[config.mk]
export PLATFORM = sky130hd
export DESIGN_NAME = fra_ctrl
export DESIGN_NICKNAME = d
export VERILOG_FILES = /design/src/hdl/fra_pkg.sv /design/src/hdl/fra_ctrl.sv
export SDC_FILE = /design/constraint.sdc
export NUM_CORES = 1
export LEC_CHECK = 0
export ABC_CLOCK_PERIOD_IN_PS = 3070
export CAP_MARGIN = 20
export CORE_MARGIN = 2
export CORE_UTILIZATION = 48
export DETAILED_ROUTE_END_ITERATION = 6
export DONT_BUFFER_PORTS = 1
export GPL_TIMING_DRIVEN = 0
export PLACE_DENSITY = 0.68
export SKIP_CTS_REPAIR_TIMING = 1
export SLEW_MARGIN = 20
export SYNTH_ARGS = -nofsm -noshare
export SYNTH_HDL_FRONTEND = slang
export SYNTH_SLANG_ARGS = --single-unit
export TNS_END_PERCENT = 30
[constraint.sdc]
create_clock -name clk -period 3.07 [get_ports clk]
set_clock_uncertainty 0.2 [all_clocks]
set_input_delay 0.4605 -clock clk [delete_from_list [all_inputs] [get_ports clk]]
set_output_delay 0.4605 -clock clk [all_outputs]
set_load 0.01 [all_outputs]
[src/hdl/fra_pkg.sv]
// Package for the fenced ring allocator: status codes, command and status words.
// No dependencies.
package fra_pkg;

    localparam logic [2:0] ST_GRANT     = 3'd0;
    localparam logic [2:0] ST_TOO_LARGE = 3'd1;
    localparam logic [2:0] ST_NO_SPACE  = 3'd2;
    localparam logic [2:0] ST_Q_FULL    = 3'd3;
    localparam logic [2:0] ST_FINISH    = 3'd4;

    localparam int SIZE_W   = 33;
    localparam int ALIGN_W  = 34;
    localparam int FENCE_W  = 48;
    localparam int OFFSET_W = 32;
    localparam logic [ALIGN_W-1:0] MIN_ALIGN = 34'd256;

    typedef struct packed {
        logic       load;
        logic       align_step;
        logic       round;
        logic       div_step;
        logic       place;
        logic       span;
        logic       grant;
        logic       pop;
        logic       res_set;
        logic [2:0] res_code;
        logic       out_load;
    } fra_cmd_t;

    typedef struct packed {
        logic is_finish;
        logic too_large;
        logic q_full;
        logic align_done;
        logic div_last;
        logic no_space;
        logic pop_ok;
        logic out_free;
    } fra_sts_t;

endpackage

[src/hdl/fra_ctrl.sv]
// Sequencer for the fenced ring allocator.
// Depends on fra_pkg; drives fra_dp through command word.
module fra_ctrl
    import fra_pkg::*;
(
    input  logic     clk,
    input  logic     rst_n,
    input  logic     in_valid,
    output logic     in_ready,
    input  fra_sts_t sts,
    output fra_cmd_t cmd
);

    typedef enum logic [10:0] {
        S_IDLE   = 11'b000_0000_0001,
        S_CHK0   = 11'b000_0000_0010,
        S_ALIGN  = 11'b000_0000_0100,
        S_ROUND  = 11'b000_0000_1000,
        S_DIV    = 11'b000_0001_0000,
        S_PLACE  = 11'b000_0010_0000,
        S_DIST   = 11'b000_0100_0000,
        S_DECIDE = 11'b000_1000_0000,
        S_FWAIT  = 11'b001_0000_0000,
        S_FCHK   = 11'b010_0000_0000,
        S_RESP   = 11'b100_0000_0000
    } state_t;

    state_t state_reg, state_next;

    assign in_ready = (state_reg == S_IDLE);

    always_comb
    begin
        state_next = state_reg;
        cmd        = '0;
        unique case (state_reg)
            S_IDLE:
            begin
                if (in_valid)
                begin
                    cmd.load   = 1'b1;
                    state_next = S_CHK0;
                end
            end
            S_CHK0:
            begin
                priority if (sts.is_finish)
                    state_next = S_FWAIT;
                else if (sts.too_large)
                begin
                    cmd.res_set  = 1'b1;
                    cmd.res_code = ST_TOO_LARGE;
                    state_next   = S_RESP;
                end
                else if (sts.q_full)
                begin
                    cmd.res_set  = 1'b1;
                    cmd.res_code = ST_Q_FULL;
                    state_next   = S_RESP;
                end
                else
                    state_next = S_ALIGN;
            end
            S_ALIGN:
            begin
                if (sts.align_done)
                    state_next = S_ROUND;
                else
                    cmd.align_step = 1'b1;
            end
            S_ROUND:
            begin
                cmd.round  = 1'b1;
                state_next = S_DIV;
            end
            S_DIV:
            begin
                cmd.div_step = 1'b1;
                if (sts.div_last)
                    state_next = S_PLACE;
            end
            S_PLACE:
            begin
                cmd.place  = 1'b1;
                state_next = S_DIST;
            end
            S_DIST:
            begin
                cmd.span   = 1'b1;
                state_next = S_DECIDE;
            end
            S_DECIDE:
            begin
                if (sts.no_space)
                begin
                    cmd.res_set  = 1'b1;
                    cmd.res_code = ST_NO_SPACE;
                end
                else
                    cmd.grant = 1'b1;
                state_next = S_RESP;
            end
            S_FWAIT:
            begin
                state_next = S_FCHK;
            end
            S_FCHK:
            begin
                if (sts.pop_ok)
                begin
                    cmd.pop    = 1'b1;
                    state_next = S_FWAIT;
                end
                else
                begin
                    cmd.res_set  = 1'b1;
                    cmd.res_code = ST_FINISH;
                    state_next   = S_RESP;
                end
            end
            S_RESP:
            begin
                if (sts.out_free)
                begin
                    cmd.out_load = 1'b1;
                    state_next   = S_IDLE;
                end
            end
            default:
            begin
                state_next = S_IDLE;
            end
        endcase
    end

    always_ff @(posedge clk or negedge rst_n)
    begin
        if (!rst_n)
            state_reg <= S_IDLE;
        else
            state_reg <= state_next;
    end

endmodule

======== Word level (Yosys, flattened, before mapping) ========
Index checks and enable logic that the tools add are counted.
storage, ports and cells
  register bits ........................... 11
  bits of input ports ..................... 11
  output and inout port bits .............. 14
  logic and storage cells ................. 46
operators by class
  equality and inequality tests ........... 15
  muxes and demuxes ....................... 29
  reductions and logical operators ........ 1
operator list
  operator                number
  $pmux W11 S11           1
  $mux W11                8
  $mux W4                 5
  $mux W1                 14
  $pmux W4 S3             1
  $eq A11 B1 Y1 const B   1
  $eq A11 B10 Y1 const B  1
  $eq A11 B11 Y1 const B  1
  $eq A11 B2 Y1 const B   1
  $eq A11 B3 Y1 const B   1
  $eq A11 B4 Y1 const B   1
  $eq A11 B5 Y1 const B   1
  $eq A11 B6 Y1 const B   1
  $eq A11 B7 Y1 const B   1
  $eq A11 B8 Y1 const B   1
  $eq A11 B9 Y1 const B   1
  $ne A2 B2 Y1 const B    4
  $reduce_and A4 Y1       1

======== Logic depth before layout (Yosys ltp) ========
Gate-level depths: netlist of the first run.
  word-level depth ........................ 4
  mapped depth ............................ 5
  depth with buffers taken out ............ 4

======== Worst setup path before layout of the first run ========
OpenSTA, ideal clock, no wires.
  path type ............................... register to output
  start point ............................. register state_reg[0]
  end point ............................... output cmd[12] (netlist bit)
  data arrival time ....................... 1.619 ns
  path slack .............................. 0.790 ns
  cell stages (with the launch flop) ...... 4
  path buffers ............................ 0
  cells stage by stage .................... dfstp_2 -> or4b_2 -> nor3_2 -> and2_1
RTL lines
  element                   line             text
  start: declaration        fra_ctrl.sv:28   state_t state_reg, state_next;
  start signal: assignment  fra_ctrl.sv:141  state_reg <= state_next;
  end: declaration          fra_ctrl.sv:11   output fra_cmd_t cmd

==> results of run 1 <==
kinds of logic after synthesis:
group | Yosys count | share of synthesized area, %
and+or+nand+nor | 55 | 46.56
AOI/OAI and AO/OA | 14 | 12.71
DFF | 11 | 33.84
buffers and inverters | 10 | 5.819
xor gates and xnor gates | 1 | 1.072
metal layers:
| layer | track usage (%) | vias up | routed length (µm) |
|---|---|---|---|
| met2 | 28.29 | 28 | 794 |
| met3 | 3.200 | 5 | 98 |
| met1 | 27.86 | 319 | 836 |
| met5 | 0 | - | 0 |
| met4 | 11.18 | 0 | 34 |
| li1 | - | 347 | - |
cell usage in the layout, fill, tap and decap left out, types with 3 or more instances in the layout:
master,count
sky130_fd_sc_hd__a21o_1,3
sky130_fd_sc_hd__and2_1,3
sky130_fd_sc_hd__clkbuf_4,3
sky130_fd_sc_hd__dfrtp_1,10
sky130_fd_sc_hd__inv_1,7
sky130_fd_sc_hd__nand2_1,5
sky130_fd_sc_hd__nand2b_1,3
sky130_fd_sc_hd__nand3_1,5
sky130_fd_sc_hd__nor2_1,7
sky130_fd_sc_hd__nor3_1,5
sky130_fd_sc_hd__nor3b_1,6
sky130_fd_sc_hd__nor4_1,3
final timing paths:
kind | endpoint | startpoint | slack (ns)
max | cmd[12] | state_reg[0]$_DFFE_PN1P_ | 0.39
min | state_reg[3]$_DFFE_PN0P_ | sts[4] | 0.09
max reg2reg | state_reg[0]$_DFFE_PN1P_ | state_reg[10]$_DFFE_PN0P_ | 0.90
min reg2reg | state_reg[6]$_DFFE_PN0P_ | state_reg[4]$_DFFE_PN0P_ | 0.36
max in group asynchronous | state_reg[0]$_DFFE_PN1P_ | rst_n | 1.92
min in group asynchronous | state_reg[5]$_DFFE_PN0P_ | rst_n | 0.39
where the power goes:
group / internal, mW / switching (mW)
sequential: 0.169 / 0.0264
clock: 0.0505 / 0.0508
combinational: 0.0960 / 0.151
total: 0.315 / 0.229
layout make-up:
cell class / instances / area, µm²
fill: 153 / 685.7
multi-input combinational: 70 / 493.0
timing repair buffer: 1 / 10.01
tap: 16 / 20.02
buffer: 3 / 21.27
sequential: 11 / 276.5
inverter: 7 / 26.28
clock buffer: 4 / 26.28
cell usage after synthesis (all sizes together), types with 2 or more instances:
| cell type | instances | area (µm²) |
|---|---|---|
| dfrtp | 10 | 250.2 |
| inv | 7 | 26.28 |
| nor2 | 7 | 26.28 |
| nor3b | 7 | 57.55 |
| nor3 | 6 | 35.03 |
| nor4 | 6 | 73.82 |
| nand2 | 5 | 18.77 |
| nand3 | 5 | 25.02 |
| and2 | 4 | 27.53 |
| a21o | 3 | 22.52 |
| nand2b | 3 | 18.77 |
| a21oi | 2 | 10.01 |
| buf | 2 | 16.26 |
| nand3b | 2 | 15.01 |
| nor2b | 2 | 12.51 |
| o211ai | 2 | 15.01 |
| o21ai | 2 | 13.76 |
| or4 | 2 | 22.52 |
| or4b | 2 | 20.02 |
stage by stage:
stage	std cells	power, mW	instance area, µm²
finish	112	0.5442	873.3
detailed placement	107	0.4394	837.1
CTS	111	0.5433	863.3
global placement	107	0.4342	837.1
global route	112	0.5887	873.3
floorplan	91	0.3925	817.0
critical path, delay by kind of cell (launching register included):
kind          cells  cell delay, ns
simple gates      3            1.16
flops             1            0.58
==> results.toml, run 1 <==
[detailed_routing]
route.detailed.wl_per_inst_um = 15.74
initialDrtViolationCount = 27
dr.pass1.iters = 4
drt_wl_total_um = 1763
final_antenna_net_count = 0
vias = 699
vias_per_cell = 6.241
detail_route.drc_violations = 0

[clocking]
clk-insertion-delay-late_ns = 0.27
cts_buffers = 3
max-clock-path-buffers = 2
cts.htree.levels = 1
clk_pin_slew_worst_paths_ns = 0.07
numClockSinks = 11
cts_root_buffer = "sky130_fd_sc_hd__clkbuf_4"
cts_tree = "built"

[hold_path]
min_delay_path_class = "input port to flop"
timing.hold.worst_path_depth = 2

[run]
max_cap_viol_count = 0

[sta]
max_freq_ghz = 0.3727
setup_viol_count_final = 0
hold_slack_ns = 0.09023
hold_viol_final = 0
worst_pin_slew_ns = 0.6553
layout_worst_path_cycle_share_pct = 87.40
setup_total_negative_slack_ns = 0
finalCriticalPeriod_ns = 2.683
slew_viol_final = 0
max-slew-margin-rel_pct = 55.91
rsz0062_at_grt = "no"
worst_slack_ns = 0.3868

[yosys]
ys_warn_count = 0
register_bit_total_from_synthesis = 11
synthCells = 91
netlist_area_um2 = 817.0
synth.avg_cell_area_um2 = 8.978
syn-num-nets = 102
synth_seq_area_share_pct = 33.84
synth.distinct_cells = 39
post_synth_edffs = 0
synth_async_sr_flop_share_pct = 100.0
synth_top_flop_cell = "sky130_fd_sc_hd__dfrtp_1"

[place]
dp_slack_ns = 0.6886
place_congestion = 0.7925
port-buffer-count = 0
detailedPlacementHpwl_um = 1354

[finish]
fin_util_pct = 56.02
antennaDiodeCount = 0
drive_above_1_share_pct = 18.75
finalNetCount = 108
area_growth_syn_to_layout_pct = 6.891
largest_register_ff_count = 11

[setup_path]
setup.worst_path.start_class = "flop"
timing.critical_path.arrival_ns = 2.02
delay_contributed_by_the_slowest_stage_of_the_critical_path_ns = 0.60
cp_data_required_time_ns = 2.41
worstSetupPathType = "flop to output pin"
crit_slowest_cell = "sky130_fd_sc_hd__or4b_2"
timing.critical_path.cells = "or4b_2 -> nor3_2 -> and2_1"
cp_max_fo = 7
timing.critical_path.to_type = "output pin"
worst_r2r_path_depth = 5

[floorplanning]
core_area_um2 = 1559
std_cell_rows = 14
floorplan.die_area_um2 = 2048
floorplan.io_pins = 25
die_h_um = 45.26
chipWidth_um = 45.26
start_util_pct = 52.41

[pwr]
power_density_nw_per_um2 = 623.1
p_leak_nw = 0.3977
vdd_drop_max_v = 0.0004236

[run_status]
run_status = "finished clean"

[global_route]
grt_overflow_total = 0
first_global_vias = 620
grt_pass1_wl_um = 2856
groute.usage.overall_pct = 19.72
grt_max_degree = 12
grt_antenna_before_repair = 0
Note: power is estimated with default switching activity, not from simulation.
==> run 2: changes to the inputs <==
Settings changed: ABC_AREA set to 1.
==> run 2 against run 1 <==
Effect of this change:
- synthesized cell count increased by 26%
- non-clock buffer count decreased by 3
- critical endpoint is now cmd[4]
- flip-flop and latch count unchanged
==> results.toml, run 2 <==
[run_status]
run_status = "finished clean"

[sta]
setup_viol_count_final = 0
hold_viol_final = 0
finalCriticalPeriod_ns = 2.275
layout_worst_path_cycle_share_pct = 74.10
max-slew-margin-rel_pct = 65.49
worst_slack_ns = 0.7951
max_freq_ghz = 0.4396
setup_total_negative_slack_ns = 0
worst_pin_slew_ns = 0.5159
slew_viol_final = 0
rsz0062_at_grt = "no"
hold_slack_ns = 0.1240

[clocking]
numClockSinks = 11
cts.htree.levels = 1
cts_buffers = 3
clk-insertion-delay-late_ns = 0.28
max-clock-path-buffers = 2
cts_root_buffer = "sky130_fd_sc_hd__clkbuf_4"
cts_tree = "built"
clk_pin_slew_worst_paths_ns = 0.08

[global_route]
first_global_vias = 632
grt_pass1_wl_um = 2642
globalRouteMet2Util_pct = 28.57
grt_antenna_before_repair = 0
grt_overflow_total = 0
groute.usage.overall_pct = 18.29
grtUsageMet1_pct = 22.86
global_route.peak_usage_layer = "met2"
grt_max_degree = 12
global_route.usage.met3_pct = 3.200

[detailed_routing]
initialDrtViolationCount = 12
detail_route.drc_violations = 0
final_antenna_net_count = 0
vias = 670
vias_per_cell = 4.926
dr.pass1.iters = 4
route.detailed.wl_per_inst_um = 11.40
drt_wl_total_um = 1551

[yosys]
main_combinational_cell_family_by_area_after_synthesis = "simple AND/OR/NAND/NOR gates"
synth_seq_area_share_pct = 34.16
post_synth_fa_ha_maj_area_fraction_pct = 0
syn-num-nets = 126
netlist_area_um2 = 809.5
synth_async_sr_flop_share_pct = 100.0
complex_gate_fraction_of_the_synthesized_area_pct = 3.091
post_synth_mux_area_share_pct = 0
synth.distinct_cells = 20
synth_top_flop_cell = "sky130_fd_sc_hd__dfrtp_1"
synth.avg_cell_area_um2 = 7.039
basic_gate_share_of_the_synthesized_area_counting_and_or_nand_and_nor_cells_pct = 51.62
synth-xor-area-share_pct = 0
register_bit_total_from_synthesis = 11
yosysMostFrequentCell = "sky130_fd_sc_hd__inv_1"
post_synth_main_area_contributors = "sky130_fd_sc_hd__dfrtp_1, sky130_fd_sc_hd__inv_1, sky130_fd_sc_hd__nand2_1"
synth_top_cell_by_area = "sky130_fd_sc_hd__dfrtp_1"
yosys-top-cells-count = "sky130_fd_sc_hd__inv_1, sky130_fd_sc_hd__nand2_1, sky130_fd_sc_hd__nor2_1"
ys_warn_count = 0
post_synth_edffs = 0
synth_top_cell_area_share_pct = 30.91
synthCells = 115

[finish]
largest_register_ff_count = 11
most-common-layout-cells = "sky130_fd_sc_hd__inv_1, sky130_fd_sc_hd__nand2_1, sky130_fd_sc_hd__nor2_1"
drive_above_1_share_pct = 20.00
antennaDiodeCount = 0
seqCellArea_um2 = 276.5
layout_commonest_cell = "sky130_fd_sc_hd__inv_1"
area_growth_syn_to_layout_pct = 7.110
fill_cells = 159
multi_input_comb_area_um2 = 442.9
finalNetCount = 132

[setup_path]
worst_path_most_repeated_cell = "sky130_fd_sc_hd__nand2_2"
kind_of_cell_with_the_highest_combined_delay_on_the_critical_path = "simple AND/OR/NAND/NOR gates"
timing.critical_path.cells = "nor2_1 -> nand2_2 -> nor2_4 -> nand2_2 -> nor2_2 -> inv_1 -> nand3_1"
crit_slowest_cell = "sky130_fd_sc_hd__dfrtp_1"
timing.critical_path.to_type = "output pin"
setup.worst_path.start_class = "flop"
worstSetupPathType = "flop to output pin"
cp_max_fo = 4
timing.critical_path.arrival_ns = 1.61
delay_contributed_by_the_slowest_stage_of_the_critical_path_ns = 0.39
cp_data_required_time_ns = 2.41
critical_path.n_buffers_inverters = 1

[pwr]
total_switching_power_uw = 301.0
power.share.combinational_pct = 52.0
internal_power_uw = 336.4
power_density_nw_per_um2 = 735.1
seq_power_share_pct = 31.4
clock_power_share_pct = 16.6
vdd_drop_max_v = 0.0003710
sw_frac_of_total_pct = 47.22
p_leak_nw = 0.5258

[floorplanning]
core_area_um2 = 1541
start_util_pct = 52.52
std_cell_rows = 14
chipWidth_um = 45.07
die_h_um = 45.07
floorplan.io_pins = 25
floorplan.die_area_um2 = 2031

[place]
detailedPlacementHpwl_um = 1313
port-buffer-count = 0
place_congestion = 0.8095
dp_slack_ns = 1.110

[run]
max_cap_viol_count = 0

[hold_path]
min_delay_path_class = "input port to flop"
## run 2: cell count changes after synthesis, moves of 5 or more
cell / delta
sky130_fd_sc_hd__nor2_1: +14
sky130_fd_sc_hd__nor2_2: +5
sky130_fd_sc_hd__nand2_1: +17
sky130_fd_sc_hd__nor3b_1: -6
sky130_fd_sc_hd__inv_1: +17
## run 2: through the flow
stage	utilization (%)	instances	power (mW)	area (µm²)
detailed placement	53.81	131	0.5353	829.5
global route	56.25	136	0.6924	867.1
finish	56.25	136	0.6374	867.1
floorplan	-	115	0.4867	809.5
CTS	55.60	135	0.6398	857.1
global placement	53.81	131	0.5310	829.5
## run 2: power by group through the flow
stage | Combinational [mW] | Sequential (mW) | Clock [mW]
CTS | 0.333 | 0.201 | 0.106
global route | 0.378 | 0.204 | 0.111
global placement | 0.329 | 0.202 | 0
finish | 0.331 | 0.200 | 0.106
floorplan | 0.288 | 0.199 | 0
detailed placement | 0.332 | 0.203 | 0
## run 2: worst paths after layout
check                                         startpoint                        end  slack (ns)  depth (start not counted)
worst max-delay path            state_reg[4]$_DFFE_PN0P_                     cmd[4]        0.80                          7
max in group asynchronous                          rst_n   state_reg[0]$_DFFE_PN1P_        1.92                          1
min in group asynchronous                          rst_n   state_reg[5]$_DFFE_PN0P_        0.38                          1
worst min register to register  state_reg[5]$_DFFE_PN0P_   state_reg[6]$_DFFE_PN0P_        0.40                          2
worst max register to register  state_reg[4]$_DFFE_PN0P_  state_reg[10]$_DFFE_PN0P_        1.53                          7
worst min-delay path                              sts[5]  state_reg[10]$_DFFE_PN0P_        0.12                          2
## run 2: routing by layer
metal	vias up	wire length [µm]
met3	5	52
met5	-	0
li1	364	-
met1	290	710
met4	0	48
met2	11	739
## run 2: area by class of cell
cell class | instances | share of cell area [%]
clock inverters | 1 | 0.5772
inverters | 24 | 10.39
repair buffers | 1 | 1.154
well taps | 16 | 2.309
clock buffers | 3 | 2.597
flip-flops and latches | 11 | 31.89
multi-input cells | 80 | 51.08
## run 2: kinds of logic after synthesis
group	Yosys count
buf+inv	24
flops	11
compound gates	4
simple gates	76
